`src/bzr_pkg.sv`:
```
// Package for the buzzer tone pattern sequencer: field widths, item codes,
// the sequencer state type and the fixed phase tables of both patterns.
// Depends on nothing; used by bzr_step and the top level.
`default_nettype none

package bzr_pkg;

    localparam int FREQ_W = 12;
    localparam int DUR_W  = 9;
    localparam int IDX_W  = 3;
    localparam int DUTY_W = 8;
    localparam int PAT_W  = 2;

    // Item codes
    localparam logic ACTION_TICK  = 1'b0;
    localparam logic ACTION_START = 1'b1;

    // Pattern codes
    localparam logic [PAT_W-1:0] PAT_BEEPS = 2'd1;
    localparam logic [PAT_W-1:0] PAT_TONES = 2'd2;

    // Pattern lengths in phases
    localparam logic [IDX_W-1:0] BEEPS_LEN = 3'd3;
    localparam logic [IDX_W-1:0] TONES_LEN = 3'd7;
    localparam logic [IDX_W-1:0] EMPTY_LEN = 3'd0;

    typedef struct packed {
        logic [FREQ_W-1:0] freq;
        logic [DUR_W-1:0]  dur;
        logic              on;
    } phase_t;

    typedef struct packed {
        logic              active;
        logic [PAT_W-1:0]  pattern;
        logic [IDX_W-1:0]  phase_index;
        logic [DUR_W-1:0]  remaining_ms;
        logic [FREQ_W-1:0] tone_now;
        logic [DUTY_W-1:0] duty_now;
    } seq_state_t;

    // Number of phases in a pattern; unknown patterns are empty
    function automatic logic [IDX_W-1:0] pattern_length(input logic [PAT_W-1:0] pat);
        logic [IDX_W-1:0] len;
        case (pat)
            PAT_BEEPS: len = BEEPS_LEN;
            PAT_TONES: len = TONES_LEN;
            default:   len = EMPTY_LEN;
        endcase
        return len;
    endfunction

    // Phase table: two beeps, or four rising tones with gaps
    function automatic phase_t phase_lookup(input logic [PAT_W-1:0] pat,
                                            input logic [IDX_W-1:0] idx);
        phase_t ph;
        if (pat == PAT_BEEPS) begin
            case (idx)
                3'd0:    ph = '{freq: 12'd2400, dur: 9'd110, on: 1'b1};
                3'd1:    ph = '{freq: 12'd0,    dur: 9'd80,  on: 1'b0};
                3'd2:    ph = '{freq: 12'd2400, dur: 9'd110, on: 1'b1};
                default: ph = '0;
            endcase
        end
        else begin
            case (idx)
                3'd0:    ph = '{freq: 12'd1800, dur: 9'd220, on: 1'b1};
                3'd1:    ph = '{freq: 12'd0,    dur: 9'd120, on: 1'b0};
                3'd2:    ph = '{freq: 12'd2200, dur: 9'd220, on: 1'b1};
                3'd3:    ph = '{freq: 12'd0,    dur: 9'd120, on: 1'b0};
                3'd4:    ph = '{freq: 12'd2600, dur: 9'd220, on: 1'b1};
                3'd5:    ph = '{freq: 12'd0,    dur: 9'd120, on: 1'b0};
                3'd6:    ph = '{freq: 12'd3000, dur: 9'd260, on: 1'b1};
                default: ph = '0;
            endcase
        end
        return ph;
    endfunction

endpackage

`default_nettype wire

```
`src/bzr_step.sv`:
```
// Next-state logic of the buzzer sequencer for one item (start or tick).
// Depends on bzr_pkg for the state type, item codes and phase tables.
`default_nettype none

module bzr_step (
    input  wire bzr_pkg::seq_state_t                  state_cur,
    input  wire                                       action,
    input  wire [bzr_pkg::PAT_W-1:0]                  pattern,
    input  wire [bzr_pkg::DUTY_W-1:0]                 on_duty,
    output bzr_pkg::seq_state_t                       state_next
);

    bzr_pkg::phase_t             ph;
    logic [bzr_pkg::DUR_W-1:0]   rem_dec;
    logic [bzr_pkg::IDX_W-1:0]   len;

    // Table lookup for the current phase
    assign ph      = bzr_pkg::phase_lookup(state_cur.pattern, state_cur.phase_index);
    assign len     = bzr_pkg::pattern_length(state_cur.pattern);
    assign rem_dec = state_cur.remaining_ms - 1'b1;

    // Start arms phase 0; tick counts down, advances on expiry, idles at the end
    always_comb
    begin
        state_next = state_cur;
        if (action == bzr_pkg::ACTION_START) begin
            state_next.active       = 1'b1;
            state_next.pattern      = pattern;
            state_next.phase_index  = '0;
            state_next.remaining_ms = '0;
        end
        else if (state_cur.active) begin
            if (state_cur.remaining_ms != '0 && rem_dec != '0) begin
                state_next.remaining_ms = rem_dec;
            end
            else if (state_cur.phase_index >= len) begin
                // pattern finished: go idle and silent
                state_next = '0;
            end
            else begin
                state_next.tone_now     = ph.on ? ph.freq : '0;
                state_next.duty_now     = ph.on ? on_duty : '0;
                state_next.remaining_ms = ph.dur;
                state_next.phase_index  = state_cur.phase_index + 1'b1;
            end
        end
    end

endmodule

`default_nettype wire

```
`src/buzzer_tone_pattern_sequencer.sv`:
```
// Buzzer tone pattern sequencer, top level: state and result registers,
// handshakes and the on_duty register. Depends on bzr_pkg and bzr_step.
//
// Usage:
//   Input channel (in_valid / in_stall, fields action and pattern): a start
//   item (action = 1) arms pattern 1 (two beeps) or 2 (four rising tones) at
//   phase 0; a tick item (action = 0) stands for one millisecond and counts
//   the current phase down, loading the next phase when it runs out.
//   Output channel (out_valid / out_stall): exactly one result per item with
//   tone_freq_hz, duty and busy_res as they stand after that item.
//   Config channel (cfg_valid / cfg_ready, cfg_data): writes on_duty, the duty
//   used by tone phases; write only while no item is in flight.
//   The result of an item is registered and valid the cycle after acceptance.
//   Throughput: one item per cycle while no result waits, set by the single
//   result register holding one item while next-state logic works on the next.
//   Stall: while a result waits with out_stall high, in_stall is raised and
//   the waiting result holds. Reset: idle, silent, on_duty = 128, no result.
`default_nettype none

module buzzer_tone_pattern_sequencer (
    input  wire                             clk,
    input  wire                             rst_n,
    // input items
    input  wire                             in_valid,
    output logic                            in_stall,
    input  wire                             action,
    input  wire [bzr_pkg::PAT_W-1:0]        pattern,
    // result items
    output logic                            out_valid,
    input  wire                             out_stall,
    output logic [bzr_pkg::FREQ_W-1:0]      tone_freq_hz,
    output logic [bzr_pkg::DUTY_W-1:0]      duty,
    output logic                            busy_res,
    // configuration
    input  wire                             cfg_valid,
    output logic                            cfg_ready,
    input  wire [bzr_pkg::DUTY_W-1:0]       cfg_data
);

    bzr_pkg::seq_state_t              state_reg;
    bzr_pkg::seq_state_t              state_next;
    logic [bzr_pkg::DUTY_W-1:0]       on_duty_reg;
    logic                             out_valid_reg;
    logic [bzr_pkg::FREQ_W-1:0]       tone_reg;
    logic [bzr_pkg::DUTY_W-1:0]       duty_reg;
    logic                             busy_reg;
    logic                             in_accept;

    // Handshakes
    assign in_stall  = out_valid_reg & out_stall;
    assign in_accept = in_valid & ~in_stall;
    assign cfg_ready = 1'b1;

    bzr_step u_step (
        .state_cur  (state_reg),
        .action     (action),
        .pattern    (pattern),
        .on_duty    (on_duty_reg),
        .state_next (state_next)
    );

    // Configuration register
    always_ff @(posedge clk or negedge rst_n)
    begin
        if (!rst_n) begin
            on_duty_reg <= 8'd128;
        end
        else if (cfg_valid && cfg_ready) begin
            on_duty_reg <= cfg_data;
        end
    end

    // Sequencer state, updated once per accepted item
    always_ff @(posedge clk or negedge rst_n)
    begin
        if (!rst_n) begin
            state_reg <= '0;
        end
        else if (in_accept) begin
            state_reg <= state_next;
        end
    end

    // Result register valid
    always_ff @(posedge clk or negedge rst_n)
    begin
        if (!rst_n) begin
            out_valid_reg <= 1'b0;
        end
        else if (in_accept) begin
            out_valid_reg <= 1'b1;
        end
        else if (!out_stall) begin
            out_valid_reg <= 1'b0;
        end
    end

    // Result payload
    always_ff @(posedge clk)
    begin
        if (in_accept) begin
            tone_reg <= state_next.tone_now;
            duty_reg <= state_next.duty_now;
            busy_reg <= state_next.active;
        end
    end

    assign out_valid    = out_valid_reg;
    assign tone_freq_hz = tone_reg;
    assign duty         = duty_reg;
    assign busy_res     = busy_reg;

    // Idle results are silent
    assert property (@(posedge clk) disable iff (!rst_n)
        out_valid && !busy_res |-> tone_freq_hz == '0 && duty == '0)
        else $error("idle result carries a tone");

    // An idle sequencer holds no phase progress
    assert property (@(posedge clk) disable iff (!rst_n)
        !state_reg.active |-> state_reg.phase_index == '0 && state_reg.remaining_ms == '0)
        else $error("idle state not cleared");

    // A start item yields a busy result next cycle
    assert property (@(posedge clk) disable iff (!rst_n)
        in_accept && action == bzr_pkg::ACTION_START |=> out_valid && busy_res)
        else $error("start item did not give busy result");

    // Phase durations never exceed the longest table entry
    assert property (@(posedge clk) disable iff (!rst_n)
        state_reg.remaining_ms <= 9'd260)
        else $error("remaining time out of range");

    // Input is only held off by a waiting result
    assert property (@(posedge clk) disable iff (!rst_n)
        in_stall |-> out_valid_reg)
        else $error("stall without pending result");

endmodule

`default_nettype wire
```
`config.mk`:
```
export PLATFORM = sky130hd
export DESIGN_NAME = buzzer_tone_pattern_sequencer
export DESIGN_NICKNAME = d
export VERILOG_FILES = /design/src/bzr_pkg.sv /design/src/bzr_step.sv /design/src/buzzer_tone_pattern_sequencer.sv
export SDC_FILE = /design/constraint.sdc
export NUM_CORES = 1
export LEC_CHECK = 0
export BUFFER_PORTS_ARGS = -buffer_cell sky130_fd_sc_hd__buf_2
export CAP_MARGIN = 20
export CORE_UTILIZATION = 63
export DETAILED_ROUTE_END_ITERATION = 12
export PLACE_DENSITY = 0.91
export REMOVE_ABC_BUFFERS = 1
export SYNTH_ARGS = -nofsm -noshare
export SYNTH_HDL_FRONTEND = slang
export SYNTH_SLANG_ARGS = --single-unit
export TNS_END_PERCENT = 100
```
`constraint.sdc`:
```
create_clock -name clk -period 5.85 [get_ports clk]
set_input_delay 1.755 -clock clk [delete_from_list [all_inputs] [get_ports clk]]
set_output_delay 1.755 -clock clk [all_outputs]
set_load 0.005 [all_outputs]
```
# == Word level (Yosys, flattened, before mapping) ==
# Index checks and enable logic that the tools add are counted.
# word_totals
output_inout_bits,24
word_cells,54
in_bits,16
register_bits,65
# op_classes
n_reduce_logical,11
eq_ne,10
addsub,2
n_bitwise,3
n_mux,16
n_lt_le_gt_ge,1
# ops
operator,count
$pmux 22 s5,1
$pmux 22 s2,1
$mux 20,2
$mux 35,1
$mux 32,1
$mux 22,1
$reduce_bool 9->1,2
$mux 15,1
$mux 12,1
$eq 3x3->1 const B,3
$mux 9,1
$sub 9x1->9 const B,1
$mux 8,1
$eq 3x2->1 const B,2
$mux 6,1
$pmux 3 s2,1
$reduce_and 4->1,1
$reduce_bool 2->1,2
$add 3x1->3 const B,1
$eq 3x1->1 const B,1
$ge 3x3->1,1
$logic_not 3->1,1
$mux 3,1
$reduce_and 3->1,1
other kinds (11),13

# == Longest topological paths before layout ==
# Gate-level depths: netlist of the first run.
# logic_depth
depth_word,9
mapped_depth,10
depth_no_buf,10

# == Modules after synthesis ==
# From an unflattened synthesis of the first run, not the netlist that was laid out.
# hier_totals
hier_cells,307
area_unflattened_um2,3696.0
# by_module_without_submodules
mod,n_inst,area_each_um2,seq_area_each_um2,cells_per_inst
buzzer_tone_pattern_sequencer,1,2437.3,1732.9,118
bzr_step,1,1258.7,0.0,189

# == Worst setup path after synthesis of the first run ==
# No wires, ideal clock.
# synth_timing
path_type,input to register
from,input in_valid
to,register state_reg[3] (netlist name)
path_stages,7
setup_slack_ns,1.412
required_time_ns,5.722
setup_ns,0.128
arrival_ns,4.310
path_buffers,2
path_cell_list,a21boi_1 -> and2_1 -> buf_1 -> and3_1 -> a32oi_1 -> buf_2 -> mux2_1
# synth_between
elab_chain_cells,1
# synth_lines
item,line_no,text
from (decl),buzzer_tone_pattern_sequencer.sv:24,"input wire in_valid,"
$and 1x1->1,buzzer_tone_pattern_sequencer.sv:51,assign in_accept = in_valid & ~in_stall;
to (signal assigned),buzzer_tone_pattern_sequencer.sv:80,state_reg <= state_next;
to (decl),buzzer_tone_pattern_sequencer.sv:40,bzr_pkg::seq_state_t state_reg;
# No other way between the ends.
# A chain may end at the register's enable or synchronous reset.

# == Worst setup path after layout of the first run ==
# layout_timing
from,input out_stall
to,output in_stall
# layout_between
elab_chain_cells,1
# layout_lines
item,line_no,text
from (decl),buzzer_tone_pattern_sequencer.sv:30,"input wire out_stall,"
$and 1x1->1,buzzer_tone_pattern_sequencer.sv:50,assign in_stall = out_valid_reg & out_stall;
to (decl),buzzer_tone_pattern_sequencer.sv:25,"output logic in_stall,"
# No other way between the ends.

==> impl_metrics.tcl, run 1 <==
set metrics [dict create \
    status "finished clean" \
    cts_made_buffers 9 \
    synth_area_leaders "dfrtp_1 (32%), edfxtp_1 (19%), mux2_2 (9.3%)" \
    grt.met1_usage_pct 36.8 \
    crit_slowest_cell "and2_1" \
    ir_drop_mv 0.413 \
    synth_cells 284 \
    synth_edf_count 21 \
    largest_reg_flops 35 \
    synth-seq-cells 65 \
    worst_slew_pin_slew_ns 0.807 \
    path_class "in2out" \
    crit_arrival_ns 2.14 \
    yosysUniqueCellTypes 61 \
    cts.sinks 65 \
    ys_warn_count 0 \
    comb_power_share_pct 43.6 \
    fin_nets 354 \
    fin_crit_sh_pct 66.6 \
    dp_hpwl_um 4470 \
    syn2layout_area_growth_pct 14.3 \
    cts_resized 0 \
    post_cts_buffers 0 \
    busiest_layer "met2" \
    finalMaxSlewViolations 0 \
    die_h_um 75.5 \
    p_leak_uw 0.00172 \
    fin_crit_ns 3.89 \
    drc 0 \
    utilization_pct 75.3 \
    antenna_found_initial 0 \
    ios 40 \
    ant_nets 0 \
    grt_pass1_vias 2327 \
    clk_pin_slew_ns 0.07 \
    yosysTopAreaCell "dfrtp_1" \
    setup_tns_ns 0 \
    whs_ns 0.488 \
    drive_gt1_share_pct 28.6 \
    netlist_area_um2 3410 \
    grt_pass1_wl_um 11300 \
    grt_use_met3_pct 7.01 \
    grt.overflow.total 0 \
    htree_levels 3 \
    cp.required_ns 4.09 \
    power_frac_clock_pct 22.5 \
    crit_chain "buf_2, and2_1, buf_2" \
    routabilityCongestion 0.866 \
    synth_ff_type "dfrtp_1" \
    cpMostUsedCell "buf_2" \
    cp-end-kind "primary output" \
    routed_via_density 6.09 \
    yosysMostFrequentCell "dfrtp_1" \
    cts_root_buf "clkbuf_8" \
    critPathMaxStageDelay_ns 0.15 \
    holdBufCountCts 0 \
    pwr_density_cell_nw_per_um2 532 \
    hp-class "reg2reg" \
    start_kind "input pin" \
    slew_headroom_pct 46.0 \
    cap_violations 0 \
    syn_area_per_cell_um2 12.0 \
    p_int_uw 1280 \
    vias 2430 \
    port_buffers 38 \
    fmax_mhz 257 \
    cts_tree "built" \
    dieArea_um2 5700 \
    post_drt_wl_per_cell_um 17.7 \
    finalSetupViolCount 0 \
    layout_setup_ws_ns 1.96 \
    routed_wl_um 7080 \
    ys_seq_area_share_pct 50.9 \
    post-place-ws_ns 1.96 \
    num_antenna_cells 0 \
    critPathMaxFanout 2 \
    synthArstFlopShare_pct 67.7 \
    track_usage_pct 28.0 \
    switchingPower_uw 789 \
    grt_start_max_net_pins 45 \
    synthTopCellsByCount "dfrtp_1 (43), mux2_2 (28), edfxtp_1 (21)" \
    firstDrtPassIters 4 \
    cts_buffer_depth 2 \
    power_frac_seq_pct 33.9 \
    initial_core_util_pct 65.8 \
    grt_util_met2_pct 42.0 \
    first_iter_violations 200 \
    die_w_um 75.5 \
    switching_share_pct 38.1 \
    num_rows 26 \
    core_area_um2 5170 \
    hold_violations 0 \
    finClkSkew_ns 0.00727 \
    clk_latency_ns 0.34 \
    grt_setup_unrepaired "no" \
    yosysTopAreaCellShare_pct 31.6 \
]
==> per-stage QoR <==
step | power [µW] | instance area (µm²) | std cells
final | 2070 | 3890 | 399
after global routing | 2200 | 3890 | 399
after CTS | 2060 | 3870 | 398
after detailed placement | 1570 | 3630 | 382
after global placement | 1530 | 3630 | 382
after floorplan | 1330 | 3320 | 270
==> per-layer routing <==
metal,up-vias,wire [µm]
li1,1125,-
met2,94,3500
met4,0,209
met5,-,0
met3,21,369
met1,1190,3000
==> cell usage in the layout, fill, tap and decap left out, drive strengths merged, types with 3 or more instances in the layout <==
cell / count
mux2: 37
clkinv: 3
and2: 14
nor2b: 4
nand2: 13
edfxtp: 21
nand2b: 5
a221o: 3
a21o: 6
nor3: 11
nor2: 15
inv: 11
clkbuf: 10
dfrtp: 43
a22o: 3
bufinv: 3
o31ai: 5
o21ai: 10
a22oi: 3
buf: 43
ha: 14
a21oi: 10
==> final cells by class <==
class,count,area [µm²]
clock buffer,10,128
clock inverter,6,116
fill,326,1280
inverter,11,41.3
multi-input combinational,194,1550
sequential,65,1730
tap,70,87.6
timing repair buffer,43,240
==> power by group through the flow <==
stage               clock network [µW]  logic (µW)  registers, µW
finish                             466         902            701
CTS                                471         891            698
global route                       492         990            714
detailed placement                   0         869            702
floorplan                            0         652            682
global placement                     0         833            694
==> cells by family (layout without fill, tap and decap cells) <==
group,after synthesis,count (layout),synth area share [%]
DFF,65,65,50.9
buffers and inverters,25,70,3.82
adders and majority gates,14,14,5.14
muxes,38,38,12.5
xor gates and xnor gates,3,3,0.772
and+or+nand+nor,81,81,13.6
AOI/OAI and AO/OA,57,57,13.2
other,1,1,0.110
==> path summary, 6_finish.rpt <==
kind / start / slack (ns) / to / cells after the start
worst min-delay path: state_reg[10]$_DFFE_PN0P_ / 0.49 / state_reg[10]$_DFFE_PN0P_ / 1
min in group asynchronous: rst_n / 1.21 / state_reg[20]$_DFFE_PN0P_ / 1
worst max-delay path: out_stall / 1.96 / in_stall / 3
worst max register to register: state_reg[20]$_DFFE_PN0P_ / 2.51 / duty[5]$_DFFE_PP_ / 8
worst min register to register: state_reg[10]$_DFFE_PN0P_ / 0.49 / state_reg[10]$_DFFE_PN0P_ / 1
max in group asynchronous: rst_n / 4.14 / on_duty_reg[7]$_DFFE_PN1P_ / 2
==> worst max-delay path, delay by kind of cell <==
family,cells,cell delay [ns]
buf+inv,2,0.23
simple gates,1,0.15
Power figures use the tool's default switching activity.
==> run 2, diff against run 1 <==
--- a/config.mk
+++ b/config.mk
@@ -5,11 +5,12 @@
 export SDC_FILE = /design/constraint.sdc
 export NUM_CORES = 1
 export LEC_CHECK = 0
+export ABC_AREA = 1
 export BUFFER_PORTS_ARGS = -buffer_cell sky130_fd_sc_hd__buf_2
 export CAP_MARGIN = 20
-export CORE_UTILIZATION = 63
+export CORE_UTILIZATION = 53
 export DETAILED_ROUTE_END_ITERATION = 12
-export PLACE_DENSITY = 0.91
+export PLACE_DENSITY = 0.82
 export REMOVE_ABC_BUFFERS = 1
 export SYNTH_ARGS = -nofsm -noshare
 export SYNTH_HDL_FRONTEND = slang
==> constraint.sdc (replaced) <==
create_clock -name clk -period 3.3 [get_ports clk]
set_input_delay 0.99 -clock clk [delete_from_list [all_inputs] [get_ports clk]]
set_output_delay 0.99 -clock clk [all_outputs]
set_load 0.005 [all_outputs]
==> impl_metrics.tcl, run 2 <==
set metrics [dict create \
    num_antenna_cells 0 \
    synth_edf_count 21 \
    post-place-ws_ns 0.803 \
    top_layer "met4" \
    yosysTopAreaCell "dfrtp_1" \
    yosysMostFrequentCell "nand2_1" \
    ys_warn_count 0 \
    grt_pass1_vias 2728 \
    path_class "reg2reg" \
    synthArstFlopShare_pct 67.7 \
    grt_pass1_wl_um 12200 \
    rr_worst_depth 15 \
    fin_nets 499 \
    dr_wl_met2_um 3440 \
    start_kind "register" \
    num_rows 29 \
    ant_nets 0 \
    status "finished clean" \
    grt.overflow.total 0 \
    layout_setup_ws_ns 0.892 \
    netlist_area_um2 3480 \
    holdBufCountCts 0 \
    antenna_found_initial 0 \
    cts_resized 0 \
    cp-end-kind "register" \
    routed_wl_um 7130 \
    worst_slew_pin_slew_ns 0.510 \
    ys_seq_area_share_pct 49.8 \
    setup_tns_ns 0 \
    dieArea_um2 6900 \
    yosysUniqueCellTypes 33 \
    ir_drop_mv 0.478 \
    track_usage_pct 22.3 \
    die_h_um 83.0 \
    largest_reg_flops 35 \
    p_leak_uw 0.00204 \
    initial_core_util_pct 54.8 \
    dp_hpwl_um 4950 \
    yosysTopAreaCellShare_pct 30.9 \
    first_iter_violations 201 \
    dp_cells 534 \
    hold_violations 0 \
    grt_start_max_net_pins 45 \
    utilization_pct 62.0 \
    synthTopCellsByCount "nand2_1 (145), inv_1 (51), dfrtp_1 (43)" \
    synth_cells 429 \
    post_cts_buffers 0 \
    finClkSkew_ns 0.00967 \
    cts_tree "built" \
    pwr_density_cell_nw_per_um2 859 \
    drive_gt1_share_pct 16.2 \
    post_drt_wl_per_cell_um 12.9 \
    hp-class "reg2reg" \
    grt_setup_unrepaired "no" \
    synth_area_leaders "dfrtp_1 (31%), edfxtp_1 (18%), nand2_1 (16%)" \
    ios 40 \
    wl_met1_um 3230 \
    cts_root_buf "clkbuf_8" \
    routabilityCongestion 0.853 \
    critPathMaxFanout 19 \
    layout.cells.most_common_list "nand2_1 (145), inv_1 (51), dfrtp_1 (43), buf_2 (38), nor2_1 (32)" \
    syn2layout_area_growth_pct 13.1 \
    fin_crit_sh_pct 73.0 \
    hold_depth 2 \
    synth_ff_type "dfrtp_1" \
    finalMaxSlewViolations 0 \
    firstDrtPassIters 4 \
    finalNonFillerCells 551 \
    htree_levels 3 \
    synth-seq-cells 65 \
    syn_area_per_cell_um2 8.11 \
    port_buffers 38 \
    die_w_um 83.0 \
    finalSetupViolCount 0 \
    cap_violations 0 \
    cts_made_buffers 9 \
    cts.sinks 65 \
    fmax_mhz 415 \
    fin_crit_ns 2.41 \
    core_area_um2 6350 \
    layout_commonest_cell "nand2_1" \
    clk_pin_slew_ns 0.07 \
    wl_met3_um 308 \
    cts_buffer_depth 2 \
    crit_arrival_ns 2.52 \
    routed_via_density 5.21 \
    clk_latency_ns 0.35 \
    vias 2871 \
    slew_headroom_pct 66.0 \
    drc 0 \
    cp.required_ns 3.41 \
]
-- run 2: changes by cell type in the layout (fill, tap and decap cells not counted), moves of 12 or more --
cell / change
nand2_1: +132
nand3_1: +29
nor2_1: +18
and2_1: -14
inv_1: +40
mux2_2: -28
nand4_1: +13
o21ai_1: +12
-- run 2: power breakdown --
part           internal (µW)  switching, µW
logic                    498           1020
clock network            370            321
registers               1060            115
total                   1930           1460
-- run 2: critical path: stages (launching register included) --
cell and delay (ns):
dfrtp_1 0.39, inv_2 0.12, ha_1 0.28, nand2_2 0.09, nand2_1 0.06, nand2_1 0.06
inv_2 0.05, nand2_1 0.04, nor2_1 0.19, nand3_4 0.18, nand2_8 0.17, nand2_4 0.19
inv_2 0.15, nand2_1 0.06, o21ai_1 0.09, inv_2 0.03
-- run 2: layer usage --
| layer | track usage, % | vias up |
|---|---|---|
| met5 | 0 | - |
| met4 | 11.3 | 0 |
| met3 | 3.38 | 14 |
| met2 | 36.9 | 81 |
| met1 | 28.7 | 1332 |
| li1 | - | 1444 |
-- run 2: path summary, 6_finish.rpt --
path                                                   end                      start  slack (ns)
min in group asynchronous       on_duty_reg[4]$_DFFE_PN0P_                      rst_n        0.58
max in group asynchronous       on_duty_reg[7]$_DFFE_PN1P_                      rst_n        2.15
worst max register to register  tone_freq_hz[11]$_DFFE_PP_  state_reg[20]$_DFFE_PN0P_        0.89
worst max-delay path            tone_freq_hz[11]$_DFFE_PP_  state_reg[20]$_DFFE_PN0P_        0.89
worst min-delay path                 out_valid$_DFFE_PN0P_      out_valid$_DFFE_PN0P_        0.48
worst min register to register       out_valid$_DFFE_PN0P_      out_valid$_DFFE_PN0P_        0.48
-- run 2: cell families after synthesis --
group	synth area share [%]
DFF	49.8
adders and majority gates	5.03
buffers and inverters	8.48
and+or+nand+nor	30.4
other	0.108
xor gates and xnor gates	0.252
AOI/OAI and AO/OA	5.93
-- run 2: area by class of cell --
cell class / count / area, µm²
Multi-Input combinational cell: 293 / 1460
Clock buffer: 10 / 138
Inverter: 60 / 225
Clock inverter: 6 / 67.6
Fill cell: 546 / 2410
Timing Repair Buffer: 40 / 218
Sequential cell: 65 / 1730
Tap cell: 77 / 96.3
-- run 2: through the flow --
| stage | power [µW] | hold slack, ns | area, µm² |
|---|---|---|---|
| 2_1_floorplan | 2310 | 0.445 | 3410 |
| 3_3_place_gp | 2630 | 0.456 | 3710 |
| 3_5_place_dp | 2680 | 0.466 | 3710 |
| 4_1_cts | 3380 | 0.486 | 3920 |
| 5_1_grt | 3650 | 0.497 | 3940 |
| 6_report | 3380 | 0.483 | 3940 |
==> run 3, diff against run 2 <==
--- a/config.mk
+++ b/config.mk
@@ -8,9 +8,9 @@
 export ABC_AREA = 1
 export BUFFER_PORTS_ARGS = -buffer_cell sky130_fd_sc_hd__buf_2
 export CAP_MARGIN = 20
-export CORE_UTILIZATION = 53
+export CORE_UTILIZATION = 58
 export DETAILED_ROUTE_END_ITERATION = 12
-export PLACE_DENSITY = 0.82
+export PLACE_DENSITY = 0.85
 export REMOVE_ABC_BUFFERS = 1
 export SYNTH_ARGS = -nofsm -noshare
 export SYNTH_HDL_FRONTEND = slang
==> constraint.sdc (replaced) <==
create_clock -name clk -period 2.3 [get_ports clk]
set_input_delay 0.69 -clock clk [delete_from_list [all_inputs] [get_ports clk]]
set_output_delay 0.69 -clock clk [all_outputs]
set_load 0.005 [all_outputs]
==> impl_metrics.tcl, run 3 (synthesis gave the netlist of run 2 again) <==
set metrics [dict create \
    status "finished clean" \
    cap_violations 0 \
    path_class "reg2reg" \
    cts_made_buffers 9 \
    crit_chain "inv_4, ha_4, nand2_2, o21ai_1, nand2_1, nor2_2, nand3_4, nand2_8, buf_4, inv_1, nor2_1, o21ai_0" \
    holdBufCountCts 0 \
    power_frac_clock_pct 20.8 \
    initial_core_util_pct 61.7 \
    switching_share_pct 42.5 \
    crit_slowest_cell "dfrtp_1" \
    p_int_uw 3000 \
    layout_commonest_cell "nand2_1" \
    finalSetupViolCount 0 \
    routed_via_density 5.33 \
    antenna_found_initial 0 \
    p_leak_uw 0.00210 \
    first_iter_violations 237 \
    pwr_density_cell_nw_per_um2 1280 \
    cts_buffer_depth 2 \
    ir_drop_mv 0.649 \
    hp-class "in2async" \
    routabilityCongestion 0.925 \
    core_area_um2 5640 \
    track_usage_pct 26.7 \
    crit_arrival_ns 2.23 \
    clk_latency_ns 0.35 \
    cp-end-kind "register" \
    largest_reg_flops 35 \
    cts_tree "built" \
    firstDrtPassIters 5 \
    fin_nets 509 \
    cp.required_ns 2.39 \
    critPathLaunch "state_reg[20]$_DFFE_PN0P_" \
    num_antenna_cells 0 \
    critPathMaxFanout 10 \
    grt.overflow.total 0 \
    start_kind "register" \
    drive_gt1_share_pct 19.2 \
    post-place-ws_ns 0.0169 \
    ant_nets 0 \
    comb_power_share_pct 46.6 \
    port_buffers 38 \
    fin_crit_sh_pct 93.0 \
    htree_levels 3 \
    dp_hpwl_um 5300 \
    fmax_mhz 468 \
    fillers 396 \
    hold_violations 0 \
    finalMaxSlewViolations 0 \
    num_rows 27 \
    power_frac_seq_pct 32.6 \
    cts.sinks 65 \
    switchingPower_uw 2210 \
    grt_start_max_net_pins 45 \
    drc 0 \
    critPathMaxStageDelay_ns 0.42 \
    die_h_um 79.5 \
    critPathBufInv 3 \
    clk_pin_slew_ns 0.08 \
    finClkSkew_ns 0.00951 \
    cp_top_family "simple AND/OR/NAND/NOR gates" \
    die_w_um 79.5 \
    r2r_slack_ns 0.16 \
    rr_worst_depth 12 \
    r2r-end "busy_res$_DFFE_PP_" \
    grt_pass1_wl_um 12700 \
    layout.cells.most_common_list "nand2_1 (144), inv_1 (50), dfrtp_1 (43), buf_2 (38), nand3_1 (31)" \
    post_drt_wl_per_cell_um 13.5 \
    cts_root_buf "clkbuf_8" \
    dieArea_um2 6320 \
    routed_wl_um 7520 \
    ios 40 \
    syn2layout_area_growth_pct 17.0 \
    grt_pass1_vias 2829 \
    fin_crit_ns 2.14 \
    layout_setup_ws_ns 0.161 \
    setup_tns_ns 0 \
    vias 2966 \
    rr_startpoint "state_reg[20]$_DFFE_PN0P_" \
    post_cts_buffers 0 \
]
run 3: changes by cell type in the layout (fill, tap and decap cells not counted), sizes merged:
| cell | previous run | this run |
|---|---|---|
| clkinv | 4 | 3 |
| bufinv | 1 | 2 |
| buf | 40 | 50 |
run 3: per-layer routing:
layer,global-route usage (%),part of all wire [%]
met1,34.3,44
met2,42.1,48
met3,5.94,5.6
met4,14.0,2.3
met5,0,0
run 3: area by class of cell:
class                   instances  area, µm²  area share, %
clock inverters                 6       92.6           2.27
multi-input cells             293       1500           36.7
clock buffers                  10        128           3.13
flip-flops and latches         65       1730           42.5
well taps                      72       90.1           2.21
repair buffers                 50        305           7.49
inverters                      60        230           5.65
run 3: power groups by stage:
stage	clock (µW)	sequential, µW	combinational [µW]
2_1_floorplan	0	1680	1630
3_3_place_gp	0	1700	2220
3_5_place_dp	0	1710	2300
4_1_cts	1090	1690	2320
5_1_grt	1140	1730	2740
6_report	1090	1700	2430
run 3: worst max path at each step:
| stage | endpoint | slack [ns] | cells past startpoint |
|---|---|---|---|
| 3_5_place_dp | tone_freq_hz[4]$_DFFE_PP_ | 0.02 | 12 |
| 4_1_cts | busy_res$_DFFE_PP_ | 0.006 | 14 |
| 3_3_place_gp | busy_res$_DFFE_PP_ | 0.02 | 14 |
| 6_report | busy_res$_DFFE_PP_ | 0.16 | 12 |
| 2_1_floorplan | state_reg[26]$_DFFE_PN0P_ | -1.21 | 8 |
| 5_1_grt | busy_res$_DFFE_PP_ | -0.004 | 11 |
run 3: metrics by stage:
| stage | cells | util (%) | hold slack [ns] | area (µm²) | total power, µW |
|---|---|---|---|---|---|
| 6_report | 556 | 72.2 | 0.307 | 4070 | 5210 |
| 5_1_grt | 556 | 72.2 | 0.339 | 4070 | 5610 |
| 4_1_cts | 556 | 71.5 | 0.312 | 4040 | 5110 |
| 3_5_place_dp | 540 | 67.6 | 0.466 | 3810 | 4010 |
| 3_3_place_gp | 540 | 67.6 | 0.456 | 3810 | 3920 |
| 2_1_floorplan | 418 | - | 0.394 | 3410 | 3310 |
run 3: what timing repair did:
action                                  4_1_cts  5_1_grt
hold endpoints to repair                      0        0
endpoints found under the setup margin        2       41
gates resized for setup                       1       10
pin swaps                                     0        0
